<file path="config.mk">
export PLATFORM = sky130hd
export DESIGN_NAME = cnv_queue
export DESIGN_NICKNAME = d
export VERILOG_FILES = /design/src/hdl/cnv_pkg.sv /design/src/hdl/cnv_queue.sv
export SDC_FILE = /design/constraint.sdc
export NUM_CORES = 1
export LEC_CHECK = 0
export BUFFER_PORTS_ARGS = -buffer_cell sky130_fd_sc_hd__buf_2
export CAP_MARGIN = 0
export CORE_UTILIZATION = 60
export CTS_BUF_LIST = sky130_fd_sc_hd__clkbuf_2 sky130_fd_sc_hd__clkbuf_4 sky130_fd_sc_hd__clkbuf_8
export DETAILED_ROUTE_END_ITERATION = 8
export GPL_TIMING_DRIVEN = 0
export PLACE_DENSITY = 0.83
export SLEW_MARGIN = 20
export SYNTH_ARGS = -nofsm -noshare
export SYNTH_HDL_FRONTEND = slang
export SYNTH_SLANG_ARGS = --single-unit
</file>
<file path="constraint.sdc">
create_clock -name clk_i -period 13 [get_ports clk_i]
set_input_delay 0.65 -clock clk_i [delete_from_list [all_inputs] [get_ports clk_i]]
set_output_delay 0.65 -clock clk_i [all_outputs]
set_load 0.02 [all_outputs]
</file>
<file path="src/hdl/cnv_pkg.sv">
// Shared types and constants of the 3x3 stencil convolution filter.
// Used by cnv_front, cnv_queue, cnv_back and conv3x3_stencil_filter.
// No dependencies.
package cnv_pkg;

  // Frame geometry limits
  localparam int MAX_WIDTH  = 1024;
  localparam int MAX_HEIGHT = 1024;
  localparam int MIN_DIM    = 3;
  localparam int XW         = $clog2(MAX_WIDTH);
  localparam int YW         = $clog2(MAX_HEIGHT);
  localparam int DIM_W      = 11;

  // Data formats
  localparam int SMP_W   = 16;                  // unsigned Q8.8 sample
  localparam int COEF_W  = 16;                  // signed Q2.14 coefficient
  localparam int PROD_W  = SMP_W + 1 + COEF_W;  // exact signed product
  localparam int ROW_W   = PROD_W + 2;          // sum of three products
  localparam int ACC_W   = PROD_W + 4;          // sum of nine products
  localparam int FRAC_SH = 14;
  localparam int CFG_W   = 48;
  localparam int OUT_TDATA_W = 40;

  // Decoupling queue
  localparam int QDEPTH = 4;
  localparam int QAW    = $clog2(QDEPTH);
  localparam int QLW    = $clog2(QDEPTH + 1);

  // Configuration register indexes
  localparam logic [2:0] CFG_COEF_ABOVE  = 3'd0;
  localparam logic [2:0] CFG_COEF_MIDDLE = 3'd1;
  localparam logic [2:0] CFG_COEF_BELOW  = 3'd2;
  localparam logic [2:0] CFG_FRAME_W     = 3'd3;
  localparam logic [2:0] CFG_FRAME_H     = 3'd4;

  // 3x3 window and kernel, indexed [row][column], row 0 is the oldest line
  typedef logic [2:0][2:0][SMP_W-1:0]  win_t;
  typedef logic [2:0][2:0][COEF_W-1:0] coef_t;

  // Active geometry, held as last index of a row and of a frame
  typedef struct packed {
    logic [XW-1:0] w_m1;
    logic [YW-1:0] h_m1;
  } geom_t;

  // One interior pixel waiting for its dot product
  typedef struct packed {
    win_t          win;
    logic [XW-1:0] x;
    logic [YW-1:0] y;
    logic          eof;
  } item_t;

  // Queue fill status seen by the front end
  typedef struct packed {
    logic [QLW-1:0] level;
    logic           empty;
  } qstat_t;

  // Clamp a written dimension to MIN_DIM..hi and return it minus one
  function automatic logic [XW-1:0] clamp_m1(logic [DIM_W-1:0] v, logic [DIM_W-1:0] hi);
    logic [DIM_W-1:0] c;
    logic [DIM_W-1:0] m;
    if (v < DIM_W'(MIN_DIM)) begin
      c = DIM_W'(MIN_DIM);
    end else if (v > hi) begin
      c = hi;
    end else begin
      c = v;
    end
    m = c - DIM_W'(1);
    return m[XW-1:0];
  endfunction

endpackage

</file>
<file path="src/hdl/cnv_queue.sv">
// Short queue between the front end and the arithmetic back end.
// Register based, one push and one pop per cycle.
// Depends on cnv_pkg.
module cnv_queue (
  input  logic            clk_i,
  input  logic            rst_ni,
  input  logic            push_i,
  input  cnv_pkg::item_t  push_item_i,
  input  logic            pop_i,
  output cnv_pkg::item_t  head_o,
  output cnv_pkg::qstat_t stat_o
);

  cnv_pkg::item_t entries_q [cnv_pkg::QDEPTH];
  logic [cnv_pkg::QAW-1:0] wr_ptr_q, rd_ptr_q;
  logic [cnv_pkg::QLW-1:0] level_q;
  logic do_pop;

  assign do_pop       = pop_i & (level_q != '0);
  assign head_o       = entries_q[rd_ptr_q];
  assign stat_o.level = level_q;
  assign stat_o.empty = (level_q == '0);

  // Store pushed entries
  always_ff @(posedge clk_i) begin
    if (push_i) begin
      entries_q[wr_ptr_q] <= push_item_i;
    end
  end

  // Advance pointers and fill level
  always_ff @(posedge clk_i or negedge rst_ni) begin
    if (!rst_ni) begin
      wr_ptr_q <= '0;
      rd_ptr_q <= '0;
      level_q  <= '0;
    end else begin
      if (push_i) begin
        wr_ptr_q <= wr_ptr_q + cnv_pkg::QAW'(1);
      end
      if (do_pop) begin
        rd_ptr_q <= rd_ptr_q + cnv_pkg::QAW'(1);
      end
      unique case ({push_i, do_pop})
        2'b10:   level_q <= level_q + cnv_pkg::QLW'(1);
        2'b01:   level_q <= level_q - cnv_pkg::QLW'(1);
        default: level_q <= level_q;
      endcase
    end
  end

endmodule

</file>
==> metrics <==
outcome complete, no violations; Critical Path Max Stage Delay 0.70 ns; Vias 11260; setup ws final 9.635 ns; unrepaired setup endpoints after global routing false; Worst R2R Start wr_ptr_q[0]; Clock Power Share 0.236; Top Metal Used met5; Starting DRT DRC Count 811; EDFF count, synth 660; Total Die Area 41170 um^2; FP Rows 73; Tmin final 3.365 ns; setup bufs post-CTS 0; slowest library cell on the worst path clkbuf_1; hold slack 0.2094 ns; setup_tns 0 ns; Top Ports 338; Post-synth top cells 660 x edfxtp_1, 165 x mux4_2, 17 x buf_2, 15 x buf_6, 7 x dfrtp_1; setup violators final 0; Synth area leader edfxtp_1; Detail Route met2 WL 24180 um; Post-Synthesis Cells 898; synth unique cells 21; placed wire-length estimate 30110 um; Internal Power 4.592 mW; overall global routing resource usage 0.2324; vias in the first global route 12010; cts repair resizes 0; post-route DRC violation count 0; worst path cell trace clkbuf_1, buf_2, mux4_2, buf_2; r2r setup slk 11.00 ns; post-route met1 wirelength 17530 um; initial antenna violation count 7; core area 39730 um^2; CTS sink cnt 667; Slew headroom 0.3951; worst path required time 12.35 ns; Flop pwr share 0.428; Synth area leaders edfxtp_1 82%, mux4_2 15%, dfrtp_1 0.72%; H-tree levels 3; Final Hold Viols 0; first-pass GRT wire length 69940 um; share of cells above drive strength 1 0.4958; CTS hold repair buffers 1; I/O Buffers 337; Comb pwr share 0.336; Lkg Pwr 9.993 nW; Layout Nets 1527; gpl congestion 0.7539; CP dominant cell by count buf_2; CTS max path bufs 3; Seq/Total Area, Yosys 0.8255; hold crit path type in -> reg; Critical Setup Path Class reg -> out; switching power 2.180 mW; post-synthesis net count 1073; CTS buffer count 100; Clock Latency Late Sink 0.65 ns; die span in x 202.9 um; CP bufs+invs 3; DRT Pass-1 Iters 7; CP Launch Type register; routed length per placed instance 23.96 um; CTS tree yes; commonest register cell after synthesis edfxtp_1; vias per inst 5.736; mapped cell area 24220 um^2; number of routed nets with antenna violations 0; kind of cell adding the most delay to the critical path buffers and inverters; Initial Util 0.6096; Worst Clk Skew 0.02477 ns; PwrDens 234.3 nW/um^2; Clock transition at path regs 0.06 ns; Syn Area/Cell 26.97 um^2; critical path endpoint category primary output; Yosys top cell area share 0.8183; Critical Path Fanout Max 10; Sw Ratio 0.3219; worst slew pin tran 0.9074 ns; height of the chip 202.9 um; maxcap violations 0; fmax 297.2 MHz; min-delay src push_item_i[15]; Setup WS pre-CTS 10.25 ns; fin crit share 0.2588; global route overflow 0; ys async rst share 0.01049; largest net degree at the start of global routing 49; Peak supply drop 0.0001519 V; metal3 WL 4467 um; Root Buffer Master clkbuf_8; count leader, synth edfxtp_1; synthesis-to-layout area growth 19.32%; critical path arrival 2.71 ns; max-slew violation count 0; Syn. warnings 0; Routed WL 47040 um; Seq cells post-synth 667; CP startpoint rd_ptr_q[1]
==> final timing paths <==
path | end | depth (start not counted)
worst max-delay path | head_o[50] | 4
worst min-delay path | entries_q[0][15] | 1
worst max register to register | entries_q[0][66] | 4
worst min register to register | level_q[2] | 1
max in group asynchronous | rd_ptr_q[1] | 2
min in group asynchronous | level_q[0] | 2
==> through the flow <==
step	std cells	cell area (um^2)	util	power (mW)
floorplan	898	24220	-	4.497
global placement	1760	26560	0.6686	5.244
detailed placement	1774	26940	0.6782	5.250
CTS	1957	28890	0.7270	6.858
global route	1958	28890	0.7271	7.054
finish	1963	28900	0.7274	6.772
==> worst register-to-register path, cell delays in order (launching register included) <==
cell	delay (ns)
dfrtp_1	0.42
inv_1	0.10
ha_1	0.16
and2_4	0.59
buf_16	0.31
==> logic make-up (layout without fill, tap and decap cells) <==
logic type	after synthesis	after routing	synth area share
DFF	667	667	0.8255
muxes	166	166	0.1538
buffers and inverters	43	577	0.01281
and+or+nand+nor	8	8	0.001704
adders and majority gates	6	6	0.003409
xor gates and xnor gates	6	6	0.002170
AOI/OAI and AO/OA	2	2	0.0005681
other	0	6	0
==> layer usage <==
layer  vias up  global-route usage
met1      5824              0.2989
met2       509              0.3842
met3        67             0.07014
met5         -                   0
met4        10             0.07411
li1       4850                   -
==> cells in the final DEF, fill, tap and decap left out <==
cell type | netlist | final
edfxtp_1 | 660 | 660
xor2_1 | 4 | 4
nor2_1 | 1 | 1
dlygate4sd3_1 | 0 | 1
buf_16 | 0 | 12
clkinv_1 | 0 | 26
inv_6 | 0 | 1
nor3_1 | 1 | 1
o21ai_0 | 1 | 1
clkinvlp_4 | 0 | 6
buf_8 | 1 | 1
fa_1 | 1 | 1
clkbuf_4 | 0 | 35
buf_4 | 1 | 1
dfrtp_1 | 7 | 7
and2_4 | 0 | 4
buf_6 | 15 | 15
clkinv_2 | 0 | 6
nand2_1 | 2 | 2
o31a_1 | 1 | 1
mux4_2 | 165 | 165
diode_2 | 0 | 6
mux2i_1 | 1 | 1
clkbuf_1 | 1 | 1
xnor2_1 | 2 | 2
clkbuf_8 | 0 | 108
buf_1 | 2 | 2
buf_12 | 0 | 2
inv_1 | 6 | 6
ha_1 | 5 | 5
buf_2 | 17 | 354
==> state kept, by name, summed over array words and instances (netlist names) <==
signal	flops
entries_q	660
level_q	3
rd_ptr_q	2
wr_ptr_q	2
==> power groups by stage <==
stage / clock [mW] / sequential (mW) / combinational [mW]
CTS: 1.64 / 2.90 / 2.32
global route: 1.72 / 2.93 / 2.40
global placement: 0 / 3.05 / 2.20
floorplan: 0 / 2.98 / 1.51
detailed placement: 0 / 2.94 / 2.31
finish: 1.60 / 2.90 / 2.27
==> final cells by class <==
| class | instances | area [um^2] |
|---|---|---|
| Clock inverter | 39 | 181.4 |
| Buffer | 37 | 287.8 |
| Tap cell | 525 | 656.9 |
| Antenna cell | 6 | 15.01 |
| Inverter | 6 | 22.52 |
| Timing Repair Buffer | 352 | 2067 |
| Fill cell | 2136 | 10830 |
| Multi-Input combinational cell | 188 | 3926 |
| Sequential cell | 667 | 19990 |
| Clock buffer | 143 | 1749 |
Note: power is estimated with default switching activity, not from simulation.
